## src/hdl/dfe_pkg.sv

```systemverilog
// ----------------------------------------------------------------------------
// DShot frame encoder package
// Shared request/item types, register map, reset values and frame helpers.
// ----------------------------------------------------------------------------
package dfe_pkg;

  // Field widths
  localparam int unsigned ValueW   = 11;
  localparam int unsigned HighW    = 15;
  localparam int unsigned LowW     = 16;
  localparam int unsigned FrameW   = 16;
  localparam int unsigned CfgIdxW  = 3;
  localparam int unsigned CfgDataW = 16;

  // Items per frame: one per frame bit plus the closing pause
  localparam int unsigned BitItems = FrameW;
  localparam int unsigned CntW     = $clog2(BitItems + 1);
  localparam logic [CntW-1:0] LastIdx = CntW'(BitItems);

  // Request opcodes
  localparam logic OP_THROTTLE = 1'b0;
  localparam logic OP_RAW      = 1'b1;

  // Register indexes
  typedef enum logic [CfgIdxW-1:0] {
    REG_ONE_HIGH   = 3'd0,
    REG_ONE_LOW    = 3'd1,
    REG_ZERO_HIGH  = 3'd2,
    REG_ZERO_LOW   = 3'd3,
    REG_PAUSE      = 3'd4,
    REG_THR_FLOOR  = 3'd5,
    REG_THR_CEIL   = 3'd6
  } reg_idx_t;

  // Reset values
  localparam logic [HighW-1:0]  RST_ONE_HIGH  = 15'd10;
  localparam logic [HighW-1:0]  RST_ONE_LOW   = 15'd6;
  localparam logic [HighW-1:0]  RST_ZERO_HIGH = 15'd5;
  localparam logic [HighW-1:0]  RST_ZERO_LOW  = 15'd11;
  localparam logic [LowW-1:0]   RST_PAUSE     = 16'd3200;
  localparam logic [ValueW-1:0] RST_FLOOR     = 11'd48;
  localparam logic [ValueW-1:0] RST_CEIL      = 11'd2047;

  // Motor request
  typedef struct packed {
    logic              opcode;
    logic [ValueW-1:0] value;
    logic              telemetry;
  } dfe_in_t;

  // Line item: one bit pulse or the closing pause
  typedef struct packed {
    logic [HighW-1:0]  high_ticks;
    logic [LowW-1:0]   low_ticks;
    logic [FrameW-1:0] frame_word;
    logic              last;
  } dfe_out_t;

  // XOR of the three nibbles of the 12-bit value/telemetry word
  function automatic logic [3:0] nibble_xor(input logic [ValueW:0] word12);
    return word12[3:0] ^ word12[7:4] ^ word12[11:8];
  endfunction

endpackage

```

## src/hdl/dfe_frame_build.sv

```systemverilog
// ----------------------------------------------------------------------------
// DShot frame builder
// Clamps throttle requests and assembles the 16-bit frame with its checksum.
// ----------------------------------------------------------------------------
module dfe_frame_build
  import dfe_pkg::*;
(
  input  dfe_in_t           req,
  input  logic [ValueW-1:0] thr_floor,
  input  logic [ValueW-1:0] thr_ceil,
  output logic [FrameW-1:0] frame
);

  logic [ValueW-1:0] val;
  logic              tel;
  logic [ValueW:0]   word12;

  // Throttle clamp; ceiling test wins when floor is above ceiling
  always_comb begin
    val = req.value;
    tel = req.telemetry;
    if (req.opcode == OP_THROTTLE) begin
      tel = 1'b0;
      if (req.value > thr_ceil) begin
        val = thr_ceil;
      end else if (req.value < thr_floor) begin
        val = thr_floor;
      end
    end
  end

  // Frame: value, telemetry, checksum
  assign word12 = {val, tel};
  assign frame  = {word12, nibble_xor(word12)};

endmodule

```

## src/hdl/dshot_frame_encoder.sv

```systemverilog
// ----------------------------------------------------------------------------
// DShot frame encoder
// Turns motor requests into timed line items for a pulse generator.
// ----------------------------------------------------------------------------
// Usage:
//   in_*   : one request (opcode, value, telemetry) per accepted transfer.
//   out_*  : 17 items per request: 16 bit pulses MSB first, each with the
//            high/low tick counts for a one or zero, then a low pause item
//            with last set. Every item carries the full frame word.
//   cfg_*  : register writes (index, data); always ready, unknown indexes
//            are dropped. Write only while no request is in flight.
// Path: the first item of a request reaches out_* through the frame register,
//   then the serializer registers, then the output register.
// Throughput: one item per cycle while out_ready stays high, set by the output
//   serializer. The frame register takes the next request while the current
//   one is still being sent, so back-to-back requests leave no gap.
// Reset: registers return to their defaults, all channels empty.
// Stall: when out_ready is low the current item holds; the serializer and
//   then the input side back up, in_ready drops once the frame register is
//   full.
// ----------------------------------------------------------------------------
module dshot_frame_encoder
  import dfe_pkg::*;
(
  input  logic                clk,
  input  logic                rst_n,

  input  logic                in_valid,
  output logic                in_ready,
  input  dfe_in_t             in_data,

  output logic                out_valid,
  input  logic                out_ready,
  output dfe_out_t            out_data,

  input  logic                cfg_valid,
  output logic                cfg_ready,
  input  logic [CfgIdxW-1:0]  cfg_index,
  input  logic [CfgDataW-1:0] cfg_data
);

  // Configuration registers
  logic [HighW-1:0]  one_high_r, one_low_r, zero_high_r, zero_low_r;
  logic [LowW-1:0]   pause_r;
  logic [ValueW-1:0] floor_r, ceil_r;

  // Frame register
  logic              frm_valid_r;
  logic [FrameW-1:0] frm_word_r;
  logic [FrameW-1:0] frm_word_nxt;

  // Serializer
  logic              sh_busy_r;
  logic [CntW-1:0]   sh_cnt_r;
  logic [FrameW-1:0] sh_word_r;
  logic [FrameW-1:0] sh_bits_r;

  // Output register
  logic              out_valid_r;
  dfe_out_t          out_r;
  dfe_out_t          out_nxt;

  logic out_adv, ser_step, ser_done, ser_free, load_ser, in_take;

  assign cfg_ready = 1'b1;

  // Register writes
  always_ff @(posedge clk) begin
    if (!rst_n) begin
      one_high_r  <= RST_ONE_HIGH;
      one_low_r   <= RST_ONE_LOW;
      zero_high_r <= RST_ZERO_HIGH;
      zero_low_r  <= RST_ZERO_LOW;
      pause_r     <= RST_PAUSE;
      floor_r     <= RST_FLOOR;
      ceil_r      <= RST_CEIL;
    end else if (cfg_valid && cfg_ready) begin
      unique case (cfg_index)
        REG_ONE_HIGH:  one_high_r  <= cfg_data[HighW-1:0];
        REG_ONE_LOW:   one_low_r   <= cfg_data[HighW-1:0];
        REG_ZERO_HIGH: zero_high_r <= cfg_data[HighW-1:0];
        REG_ZERO_LOW:  zero_low_r  <= cfg_data[HighW-1:0];
        REG_PAUSE:     pause_r     <= cfg_data[LowW-1:0];
        REG_THR_FLOOR: floor_r     <= cfg_data[ValueW-1:0];
        REG_THR_CEIL:  ceil_r      <= cfg_data[ValueW-1:0];
        default: ;
      endcase
    end
  end

  // Frame assembly
  dfe_frame_build u_build (
    .req       (in_data),
    .thr_floor (floor_r),
    .thr_ceil  (ceil_r),
    .frame     (frm_word_nxt)
  );

  // Handshake flow
  assign out_adv  = !out_valid_r || out_ready;
  assign ser_step = sh_busy_r && out_adv;
  assign ser_done = ser_step && (sh_cnt_r == LastIdx);
  assign ser_free = !sh_busy_r || ser_done;
  assign load_ser = frm_valid_r && ser_free;
  assign in_ready = !frm_valid_r || load_ser;
  assign in_take  = in_valid && in_ready;

  // Frame register
  always_ff @(posedge clk) begin
    if (!rst_n) begin
      frm_valid_r <= 1'b0;
    end else if (in_take) begin
      frm_valid_r <= 1'b1;
    end else if (load_ser) begin
      frm_valid_r <= 1'b0;
    end
  end

  always_ff @(posedge clk) begin
    if (in_take) begin
      frm_word_r <= frm_word_nxt;
    end
  end

  // Serializer control
  always_ff @(posedge clk) begin
    if (!rst_n) begin
      sh_busy_r <= 1'b0;
      sh_cnt_r  <= '0;
    end else if (load_ser) begin
      sh_busy_r <= 1'b1;
      sh_cnt_r  <= '0;
    end else if (ser_done) begin
      sh_busy_r <= 1'b0;
      sh_cnt_r  <= '0;
    end else if (ser_step) begin
      sh_cnt_r  <= sh_cnt_r + 1'b1;
    end
  end

  // Serializer data: shift out MSB first
  always_ff @(posedge clk) begin
    if (load_ser) begin
      sh_word_r <= frm_word_r;
      sh_bits_r <= frm_word_r;
    end else if (ser_step) begin
      sh_bits_r <= {sh_bits_r[FrameW-2:0], 1'b0};
    end
  end

  // Next line item
  always_comb begin
    out_nxt.frame_word = sh_word_r;
    if (sh_cnt_r == LastIdx) begin
      out_nxt.high_ticks = '0;
      out_nxt.low_ticks  = pause_r;
      out_nxt.last       = 1'b1;
    end else if (sh_bits_r[FrameW-1]) begin
      out_nxt.high_ticks = one_high_r;
      out_nxt.low_ticks  = {1'b0, one_low_r};
      out_nxt.last       = 1'b0;
    end else begin
      out_nxt.high_ticks = zero_high_r;
      out_nxt.low_ticks  = {1'b0, zero_low_r};
      out_nxt.last       = 1'b0;
    end
  end

  // Output register
  always_ff @(posedge clk) begin
    if (!rst_n) begin
      out_valid_r <= 1'b0;
    end else if (out_adv) begin
      out_valid_r <= sh_busy_r;
    end
  end

  always_ff @(posedge clk) begin
    if (ser_step) begin
      out_r <= out_nxt;
    end
  end

  assign out_valid = out_valid_r;
  assign out_data  = out_r;

  // Checks
  a_cnt_range: assert property (@(posedge clk) disable iff (!rst_n)
    sh_busy_r |-> sh_cnt_r <= LastIdx)
    else $error("serializer count out of range");

  a_frame_steady: assert property (@(posedge clk) disable iff (!rst_n)
    out_valid_r && out_ready && !out_r.last |=>
      out_valid_r && out_r.frame_word == $past(out_r.frame_word))
    else $error("frame changed or gap inside a frame");

  a_checksum: assert property (@(posedge clk) disable iff (!rst_n)
    out_valid_r |-> out_r.frame_word[3:0] ==
      nibble_xor(out_r.frame_word[FrameW-1:4]))
    else $error("frame checksum mismatch");

  a_backpressure: assert property (@(posedge clk) disable iff (!rst_n)
    !in_ready |-> frm_valid_r && sh_busy_r)
    else $error("input stalled with free buffering");

endmodule
```

## config.mk

```make
export PLATFORM = sky130hd
export DESIGN_NAME = dshot_frame_encoder
export DESIGN_NICKNAME = d
export VERILOG_FILES = /design/src/hdl/dfe_pkg.sv /design/src/hdl/dfe_frame_build.sv /design/src/hdl/dshot_frame_encoder.sv
export SDC_FILE = /design/constraint.sdc
export NUM_CORES = 1
export LEC_CHECK = 0
export ABC_AREA = 1
export BUFFER_PORTS_ARGS = -buffer_cell sky130_fd_sc_hd__buf_2
export CORE_AREA = 2 2 152 154
export CTS_BUF_LIST = sky130_fd_sc_hd__clkbuf_2
export DETAILED_ROUTE_END_ITERATION = 10
export DIE_AREA = 0 0 154 156
export SLEW_MARGIN = 20
export SYNTH_ARGS = -nofsm -noshare
export SYNTH_HDL_FRONTEND = slang
export SYNTH_SLANG_ARGS = --single-unit
```

## constraint.sdc

```tcl
create_clock -name clk -period 5.2 [get_ports clk]
set_input_delay 0.78 -clock clk [delete_from_list [all_inputs] [get_ports clk]]
set_output_delay 0.78 -clock clk [all_outputs]
set_load 0.05 [all_outputs]
```

* Yosys cells after proc, flatten, opt, wreduce, memory -nomap -nowiden
Cells that the tools add are included.
Cells by class: add/sub/neg operators 1, bitwise operators 3, order comparisons 2, reduce and logical (&&, ||, !) cells 22, eq/ne operators 7, multiplexer cells 13
Operators with widths (number):
- $mux W16 | 3
- $mux W11 | 3
- $mux W31 | 1
- $reduce_and A2 Y1 | 7
- $gt A11 B11 Y1 | 1
- $lt A11 B11 Y1 | 1
- $eq A3 B3 Y1 const B | 3
- $xor A4 B4 Y4 | 2
- $eq A3 B2 Y1 const B | 2
- $mux W1 | 6
- $reduce_bool A2 Y1 | 3
- $add A5 B1 Y5 const B | 1
- $eq A5 B5 Y1 const B | 1
- $logic_and A1 B1 Y1 | 4
- $eq A3 B1 Y1 const B | 1
- $logic_not A1 Y1 | 3
- $logic_not A3 Y1 | 1
- $logic_or A1 B1 Y1 | 3
- $reduce_or A3 Y1 | 1
- $not A1 Y1 | 1
Storage, ports and cells: bits in registers 202, logic and storage cells 66, output and inout bits 51, input bits 37

* Depth between registers and ports, before layout
Gate-level depths: netlist of the first run.
word-level depth 9, gate-level depth with buffers 16, mapped depth without buffers 16

* Hierarchy
From an unflattened synthesis of the first run, not the netlist that was laid out.
Second synthesis, totals: cells, all modules 1049, area total of the unflattened synthesis 8882.3 um2
Modules (own cells, without submodules):
- dshot_frame_encoder | sequential area each 5004.8 um2, area each 7553.5 um2, cells an instance 795, instances 1
- dfe_frame_build | sequential area each 0.0 um2, area each 1328.8 um2, cells an instance 254, instances 1

* Worst setup path after synthesis of the first run
No wires, ideal clock.
path kind input to register, start point input port out_ready, end point register frm_word_r[0] (enable), arrival time 2125 ps, slack 2711 ps, setup time 364 ps, buffers on the path 0, cell stages on the path 8, data required time 4836 ps, cell sequence inv_1 > nand2_1 > nand2_1 > nor2_1 > nor2_2 > nand2_1 > nand2_1 > inv_1
Between the ends: word-level cells in the longest chain between the ends 7
Ends and longest elaborated chain:
- start, declared | RTL line dshot_frame_encoder.sv:33 | input logic out_ready,
- $logic_or A1 B1 Y1 | RTL line dshot_frame_encoder.sv:100 | assign out_adv = !out_valid_r || out_ready;
- $logic_and A1 B1 Y1 | RTL line dshot_frame_encoder.sv:101 | assign ser_step = sh_busy_r && out_adv;
- $logic_and A1 B1 Y1 | RTL line dshot_frame_encoder.sv:102 | assign ser_done = ser_step && (sh_cnt_r == LastIdx);
- $logic_or A1 B1 Y1 | RTL line dshot_frame_encoder.sv:103 | assign ser_free = !sh_busy_r || ser_done;
- $logic_and A1 B1 Y1 | RTL line dshot_frame_encoder.sv:104 | assign load_ser = frm_valid_r && ser_free;
- $logic_or A1 B1 Y1 | RTL line dshot_frame_encoder.sv:105 | assign in_ready = !frm_valid_r || load_ser;
- via in_ready | RTL line dshot_frame_encoder.sv:29 | output logic in_ready,
- $logic_and A1 B1 Y1 | RTL line dshot_frame_encoder.sv:106 | assign in_take = in_valid && in_ready;
- via in_take | RTL line dshot_frame_encoder.sv:63 | logic out_adv, ser_step, ser_done, ser_free, load_ser, in_take;
- end signal, assigned | RTL line dshot_frame_encoder.sv:121 | frm_word_r <= frm_word_nxt;
- end, declared | RTL line dshot_frame_encoder.sv:49 | logic [FrameW-1:0] frm_word_r;
The timed path passes the listed nets, and every way through them passes these cells. A chain may end at the register's enable or synchronous reset.

* Final worst setup path of the first run
start point register sh_cnt_r[0], end point output port in_ready
Between the ends: word-level cells in the longest chain between the ends 5
Ends and longest elaborated chain:
- start, declared | RTL line dshot_frame_encoder.sv:54 | logic [CntW-1:0] sh_cnt_r;
- start signal, assigned | RTL line dshot_frame_encoder.sv:137 | sh_cnt_r <= sh_cnt_r + 1'b1;
- $eq A5 B5 Y1 | RTL line dshot_frame_encoder.sv:102
- $logic_and A1 B1 Y1 | RTL line dshot_frame_encoder.sv:102
- $logic_or A1 B1 Y1 | RTL line dshot_frame_encoder.sv:103
- $logic_and A1 B1 Y1 | RTL line dshot_frame_encoder.sv:104
- $logic_or A1 B1 Y1 | RTL line dshot_frame_encoder.sv:105
- end, declared | RTL line dshot_frame_encoder.sv:29
Every way passes these cells.

==> results.yml, run 1 <==
route:
  drcViolationCount: 0
  vias_per_cell: 4.77
  drt.antenna.violating_nets: 0
  wl_per_cell_um: 14.1
  wl_um: 20500
  drt_iter0_markers: 493
  drt-pass1-iter-count: 5
  vias: 6924
clock_network:
  cts_tree: "yes"
  cts_setup_buffers: 0
  insertion_delay_ns: 0.77
  numCtsBuffers: 52
  root_buffer: "clkbuf_2"
  clk_pin_slew_worst_paths_ns: 0.09
  clock_path_buffers: 3
  cts_resized: 0
  cts_sinks: 202
  ctsHtreeMaxLevel: 2
  hold_buffers: 0
run:
  drv_cap: 0
timing:
  tightest_slew_ns: 0.925
  rsz0062_at_grt: "false"
  drv_slew: 0
  slew_headroom_pct: 38.3
  holdWs_ns: 0.302
  setup_violations: 0
  fmaxAchievable_mhz: 302
  finalHoldViolCount: 0
  skew_ns: 0.0380
  fin_crit_ns: 3.31
  finalCritPeriodShare_pct: 63.7
  tns_ns: 0
synthesis:
  synthArstFlopShare_pct: 0
  yosysMostFrequentCell: "nand2_1"
  ys_types: 35
  yosysWarnings: 0
  avgSynthCellArea_sq_um: 8.63
  synthTopCellsByCount: "nand2_1, inv_1, o21ai_0"
  netlist.area_leader.share_pct: 32.7
  synth_top_area_cell: "edfxtp_1"
  postSynthCellCount: 1020
  ys.flop_type: "dfxtp_1"
  synth_nets: 1080
  synth_edf_count: 96
  synthTopCellsByArea: "edfxtp_1, dfxtp_1, nand2_1"
  syn-cell-area_sq_um: 8810
  ys_seq_elements: 202
  yosysSeqAreaShare_pct: 56.8
global_routing:
  grt_pass1_wl_um: 33300
  grt_usage_pct: 17.3
  grt_max_degree: 61
  globalRouteOverflowTotal: 0
  grt_pass1_vias: 6578
  antenna_found_initial: 1
worst_setup_path:
  required_ns: 4.42
  end_kind: "output pin"
  worstSetupPathType: "register to output pin"
  start_kind: "register"
  worstSetupStartpoint: "sh_cnt_r[0]"
  regToRegStartpoint: "sh_cnt_r[0]"
  arrival_ns: 2.53
  worstPathMaxFanout: 30
  rrSetupSlack_ns: 2.62
power:
  power.leakage_nw: 4.59
  total_power_mw: 3.26
  pwr-share-clk_pct: 32.3
  p_int_mw: 2.29
  power_frac_seq_pct: 55.3
  p_sw_share_pct: 29.7
  ir_worst_vdd_uv: 118
  p_comb_share_pct: 12.4
  power.density_nw_per_um2: 328
  p_sw_mw: 0.967
layout:
  drive_above_1_share_pct: 18.8
  final_area_sq_um: 9940
  synthToLayoutAreaGrowth_pct: 12.9
  final_cells: 1452
  nets: 1185
run_status:
  outcome: "complete, no violations"
placement:
  placed_area_sq_um: 9470
  portBuffers: 86
  dp_hpwl_um: 13700
  placed_cells: 1356
  gp_congestion: 0.884
die:
  rows: 55
  die_w_um: 154
  start_util_pct: 39.4
  core_area_sq_um: 22400
  die_y_um: 156
  pin_count: 88
  dieArea_sq_um: 24000
worst_hold_path:
  hp-start: "out_ready"
  hold_path.class: "input pin to register"
## final cells by class
type	instances	area, sq um
clock inverters	13	55.1
fillers	2250	12400
inverters	133	503
diodes	1	2.50
well taps	285	357
multi-input cells	642	3120
flip-flops and latches	202	5000
clock buffers	82	410
repair buffers	94	490
## per-layer routing
metal	track usage [%]	routed length, um	up-vias
li1	-	-	3552
met1	24.0	9900	3163
met4	5.52	379	0
met5	0	0	-
met2	26.9	9010	181
met3	3.72	1170	28
## through the flow
step	setup WS, ns	util (%)
4_1_cts	1.75	44.4
6_report	1.89	44.5
3_5_place_dp	2.21	42.4
2_1_floorplan	2.71	-
3_3_place_gp	2.34	42.4
5_1_grt	1.62	44.5
## power groups by stage
stage / clock network, mW / registers (mW) / logic, mW
after global placement: 0 / 1.84 / 0.396
final: 1.05 / 1.80 / 0.403
after CTS: 1.09 / 1.80 / 0.405
after global routing: 1.18 / 1.81 / 0.452
after detailed placement: 0 / 1.84 / 0.404
after floorplan: 0 / 1.90 / 0.220
## worst paths after layout
path                        to  cells after the start
hold reg to reg   out_data[15]                      0
setup reg to reg  sh_bits_r[8]                     10
setup / recovery      in_ready                      8
hold / removal       out_valid                      4
## flip-flops by register name, summed over array words and instances, names as in the netlist
name         count
pause_r         16
floor_r         11
out_valid        1
sh_bits_r       16
zero_high_r     15
one_low_r       15
ceil_r          11
frm_word_r      16
sh_busy_r        1
sh_cnt_r         5
one_high_r      15
frm_valid_r      1
zero_low_r      15
sh_word_r       16
out_data        48
## cells in the final DEF (no fill, tap or decap), types with 2 or more instances in the layout
| master | n |
|---|---|
| buf_4 | 8 |
| inv_1 | 115 |
| ha_1 | 23 |
| nand2_4 | 2 |
| clkinv_2 | 3 |
| buf_2 | 86 |
| nand3_1 | 40 |
| dfxtp_1 | 106 |
| o21ai_0 | 110 |
| inv_2 | 12 |
| a21oi_1 | 49 |
| nand2_1 | 266 |
| a21boi_1 | 2 |
| nor2_4 | 3 |
| edfxtp_1 | 96 |
| nand4_1 | 8 |
| nor2_1 | 94 |
| o21ai_2 | 3 |
| nor3_1 | 4 |
| a21oi_2 | 4 |
| clkbuf_2 | 82 |
| clkinv_1 | 14 |
| nand2_2 | 5 |
| nand3_2 | 4 |
| o211ai_1 | 16 |
## logic make-up (layout without fill, tap and decap cells)
logic type      Yosys count  in the layout  share of synthesized area [%]
buf+inv                 176            322                           7.79
simple gates            431            431                           20.6
flops                   202            202                           56.8
other cells               1              2                         0.0426
fa+ha+maj                23             23                           3.27
compound gates          187            187                           11.5
## worst max-delay path, stage by stage (launching register included)
cell and delay (ns):
dfxtp_1 0.39, inv_1 0.08, ha_1 0.20, nand4_1 0.08, buf_4 0.35, nor2_1 0.12
nor2_2 0.19, nand2_1 0.13, buf_2 0.23
Power figures use the tool's default switching activity.
==> run 2: changes to the inputs <==
- clock period: 5.2 -> 2.91 ns (I/O delays scaled with it)
==> run 2 against run 1 <==
  * Utilization increased by 1.2 points
  * Cell area increased by 2.6%
  * Global-route usage increased by 0.47 points
  * Flip-flop and latch count unchanged
  * Critical endpoint unchanged
  * Clock skew increased by 0.023 ns
  * Clock power increased by 79%
  * Sequential power increased by 79%
  * Non-clock buffer count increased by 28
  * Largest power group unchanged
  * Hold slack got worse by 0.23 ns
  * Register-to-register slack got worse by 2.0 ns
  * Die area unchanged
==> results.yml, run 2 (synthesis results as in run 1) <==
timing:
  tightest_slew_ns: 0.717
  setup_violations: 0
  rsz0062_at_grt: "false"
  finalCritPeriodShare_pct: 93.0
  skew_ns: 0.0613
  tns_ns: 0
  fmaxAchievable_mhz: 370
  holdWs_ns: 0.0743
  drv_slew: 0
  fin_crit_ns: 2.71
  slew_headroom_pct: 52.2
  finalHoldViolCount: 0
placement:
  dp_hpwl_um: 14100
  gp_congestion: 0.885
  placed_area_sq_um: 9540
  portBuffers: 86
layout:
  final_common_cell: "nand2_1"
  final_util_pct: 45.6
  drive_above_1_share_pct: 19.2
  final_area_sq_um: 10200
  final_cell_mix: "nand2_1, inv_1, o21ai_0"
  nets: 1212
  synthToLayoutAreaGrowth_pct: 15.9
  largest_register_ff_count: 48
route:
  vias: 7006
  drcViolationCount: 0
  vias_per_cell: 4.74
  drt_iter0_markers: 510
  wl_per_cell_um: 14.1
  drt-pass1-iter-count: 5
  drt.antenna.violating_nets: 0
  wl_um: 20900
run:
  drv_cap: 0
worst_setup_path:
  end_kind: "output pin"
  arrival_ns: 2.27
  regToRegStartpoint: "ceil_r[8]"
  worstSetupStartpoint: "sh_cnt_r[0]"
  reg2reg_depth: 12
  worstPathMaxFanout: 4
  critical_path.endpoint: "in_ready"
  r2r-end: "frm_word_r[3]"
  start_kind: "register"
  required_ns: 2.47
  rrSetupSlack_ns: 0.59
  worstSetupPathType: "register to output pin"
run_status:
  outcome: "complete, no violations"
power:
  power.leakage_nw: 4.71
  total_power_mw: 5.84
  power.density_nw_per_um2: 573
  ir_worst_vdd_uv: 231
die:
  start_util_pct: 39.4
  core_area_sq_um: 22400
  rows: 55
  die_w_um: 154
  dieArea_sq_um: 24000
  die_y_um: 156
  pin_count: 88
clock_network:
  root_buffer: "clkbuf_2"
  cts_resized: 0
  insertion_delay_ns: 0.79
  ctsHtreeMaxLevel: 2
  cts_tree: "yes"
  cts_sinks: 202
  numCtsBuffers: 51
  clk_pin_slew_worst_paths_ns: 0.09
  clock_path_buffers: 3
  cts_setup_buffers: 0
global_routing:
  grt_use_met2_pct: 28.0
  grt_usage_pct: 17.7
  globalRouteOverflowTotal: 0
  use_met3_pct: 3.69
  grt_pass1_wl_um: 33900
  antenna_found_initial: 1
  grt_pass1_vias: 6685
  grt_max_degree: 64
  use_met1_pct: 24.4
  top_usage_layer: "met2"
worst_hold_path:
  hold_path.class: "input pin to register"
run 2: changes by cell type in the layout (fill, tap and decap cells not counted), sizes merged:
cell and delta:
dlygate4sd3 +20, buf +8, clkinv -8, clkbuf +4, inv +1
run 2: worst min-delay path by stage:
stage | depth (start not counted) | endpoint | slack (ns) | from
detailed placement | 0 | out_data[3] | 0.40 | sh_word_r[2]
global placement | 0 | out_data[5] | 0.40 | sh_word_r[4]
finish | 5 | zero_low_r[3] | 0.07 | cfg_index[0]
global route | 3 | frm_word_r[13] | 0.04 | in_data[9]
CTS | 5 | zero_low_r[3] | 0.004 | cfg_index[0]
floorplan | 0 | out_data[10] | 0.40 | sh_word_r[9]
run 2: critical path, stage by stage (launching register included):
cell,delay [ns]
dfxtp_1,0.39
inv_1,0.07
ha_1,0.19
nand4_1,0.15
nor2_1,0.09
nor2_2,0.19
nand2_1,0.17
buf_2,0.25
run 2: metrics by stage:
stage          worst slack, ns  cells
2_1_floorplan            0.668   1020
3_3_place_gp             0.524   1364
3_5_place_dp             0.470   1364
4_1_cts                  0.124   1476
5_1_grt                 0.0120   1477
6_report                 0.205   1477
run 2: report_power, final:
group | leakage, nW | internal (mW) | switching, mW
Sequential | 1.78 | 3.16 | 0.0562
Clock | 0.368 | 0.762 | 1.11
Combinational | 2.57 | 0.211 | 0.540
run 2: cell type report:
| type | count | area, sq um |
|---|---|---|
| clock buffers | 86 | 430 |
| flip-flops and latches | 202 | 5000 |
| diodes | 1 | 2.50 |
| well taps | 285 | 357 |
| multi-input cells | 642 | 3120 |
| fillers | 2223 | 12200 |
| repair buffers | 122 | 763 |
| clock inverters | 6 | 27.5 |
| inverters | 133 | 502 |
run 2: per-layer routing:
metal | part of all wire, % | up-vias | wire [um]
met5 | 0 | - | 0
met1 | 48 | 3211 | 10000
met3 | 5.6 | 32 | 1170
li1 | - | 3615 | -
met4 | 1.8 | 0 | 370
met2 | 45 | 148 | 9320
run 2: repair_timing:
item	CTS	global route
hold buffers	20	0
endpoints found under the setup margin	0	0
hold endpoints to repair	75	0
==> run 3: changes to the inputs <==
- CORE_AREA: 2 2 152 154 -> 2 2 143 145
- DIE_AREA: 0 0 154 156 -> 0 0 145 147
- PLACE_DENSITY: unset -> 0.65
==> run 3 against run 2 <==
  * First-iteration DRC count decreased by 7.1%
  * Clock power shrank 4%
  * Routed wire length fell by 2.2%
  * Setup slack improved by 0.028 ns
  * Sequential share of layout area grew 0.16 points
  * Utilization increased by 5.6 points
  * Cell area is 0.32% lower
==> results.yml, run 3 (synthesis results as in run 1) <==
run_status:
  outcome: "complete, no violations"
global_routing:
  grt_max_degree: 61
  globalRouteOverflowTotal: 0
  grt_usage_pct: 19.4
  grt_pass1_wl_um: 33300
  grt_pass1_vias: 6563
  antenna_found_initial: 1
route:
  vias_per_cell: 4.79
  drcViolationCount: 0
  wl_per_cell_um: 14.0
  drt_iter0_markers: 474
  drt.antenna.violating_nets: 0
  vias: 6986
  wl_um: 20400
  drt-pass1-iter-count: 5
worst_setup_path:
  cp_top_family: "simple AND/OR/NAND/NOR gates"
  rrSetupSlack_ns: 0.64
  r2r-end: "frm_word_r[1]"
  worstPathCellList: "inv_1, ha_1, nand4_1, nor2_1, nor2_2, nand2_1, clkbuf_4"
  arrival_ns: 2.24
  reg2reg_depth: 11
  worstSetupPathType: "register to output pin"
  crit_path_max_incr_delay_ns: 0.39
  crit_buf_inv: 2
  start_kind: "register"
  end_kind: "output pin"
  path_depth: 7
  worstPathMaxFanout: 4
  required_ns: 2.47
  regToRegStartpoint: "floor_r[10]"
  cp_slowest_cell: "dfxtp_1"
clock_network:
  root_buffer: "clkbuf_2"
  cts_sinks: 202
  cts_tree: "yes"
  numCtsBuffers: 50
  insertion_delay_ns: 0.78
  clock_path_buffers: 3
  clk_pin_slew_worst_paths_ns: 0.11
  ctsHtreeMaxLevel: 2
layout:
  fill_cells: 1916
  final_cells: 1458
  multi_input_area_sq_um: 3120
  drive_above_1_share_pct: 18.9
  largest_register_ff_count: 48
  final_cell_mix: "nand2_1, inv_1, o21ai_0"
  synthToLayoutAreaGrowth_pct: 15.5
  final_common_cell: "nand2_1"
  seqCellArea_sq_um: 5000
  nets: 1210
power:
  ir_worst_vdd_uv: 225
  total_power_mw: 5.78
  power.leakage_nw: 4.70
  power.density_nw_per_um2: 568
die:
  die_y_um: 147
  die_w_um: 145
  dieArea_sq_um: 21300
  pin_count: 88
  core_area_sq_um: 19800
  rows: 52
  start_util_pct: 44.4
timing:
  rsz0062_at_grt: "false"
  finalHoldViolCount: 0
  tns_ns: 0
  fmaxAchievable_mhz: 373
  fin_ws_ns: 0.232
  drv_slew: 0
  slew_headroom_pct: 49.5
  tightest_slew_ns: 0.757
  skew_ns: 0.0325
  fin_crit_ns: 2.68
  finalCritPeriodShare_pct: 92.0
  setup_violations: 0
worst_hold_path:
  hp-start: "cfg_index[1]"
  hold-path-endpoint: "zero_low_r[0]"
  hold_path.class: "input pin to register"
  holdPathStages: 5
run:
  drv_cap: 0
placement:
  pre_cts_ws_ns: 0.501
  dp_hpwl_um: 13900
  gp_congestion: 0.943
  portBuffers: 86
  placed_cells: 1348
-- run 3: worst max-delay path by stage --
stage	from	endpoint	slack, ns
floorplan	out_valid	frm_word_r[0]	0.67
global placement	in_data[11]	frm_word_r[3]	0.54
detailed placement	in_data[11]	frm_word_r[1]	0.50
CTS	sh_cnt_r[0]	in_ready	0.11
global route	sh_cnt_r[0]	in_ready	0.07
finish	sh_cnt_r[0]	in_ready	0.23
-- run 3: tightest hold or removal path, stage by stage --
cell	delay, ns
buf_2	0.12
inv_2	0.06
nor3_2	0.06
nand2_1	0.06
nand3_1	0.06
-- run 3: repair_timing --
item                       CTS  global route
hold endpoints to repair    64             0
setup endpoints to repair    0             1
resized for setup            0             1
hold buffers                19             0
buffers inserted             0             1
-- run 3: power by group --
part | total, mW | leakage, nW | internal (mW) | switching [mW]
clock network | 1.81 | 0.350 | 0.717 | 1.10
registers | 3.22 | 1.78 | 3.16 | 0.0566
logic | 0.750 | 2.57 | 0.214 | 0.536
total | 5.78 | 4.70 | 4.09 | 1.69
-- run 3: layout make-up --
| type | count | area share, % |
|---|---|---|
| Clock buffer | 80 | 3.94 |
| Timing Repair Buffer | 121 | 7.55 |
| Tap cell | 270 | 3.32 |
| Inverter | 133 | 4.93 |
| Antenna cell | 1 | 0.0246 |
| Clock inverter | 9 | 0.381 |
| Multi-Input combinational cell | 642 | 30.6 |
| Sequential cell | 202 | 49.2 |
-- run 3: metal layers --
metal | routed length [um] | vias up | global-route usage [%]
met2 | 9140 | 198 | 30.1
met5 | 0 | - | 0
met3 | 1260 | 34 | 4.47
met1 | 9610 | 3152 | 27.1
li1 | - | 3602 | -
met4 | 403 | 0 | 6.09
-- run 3: metrics by stage --
| stage | utilization (%) | cell area, sq um | hold WS (ns) |
|---|---|---|---|
| after floorplan | - | 8810 | 0.400 |
| after global placement | 48.0 | 9530 | 0.405 |
| after detailed placement | 48.0 | 9530 | 0.405 |
| after CTS | 51.2 | 10200 | 0.00289 |
| after global routing | 51.3 | 10200 | 0.00321 |
| final | 51.3 | 10200 | 0.0628 |
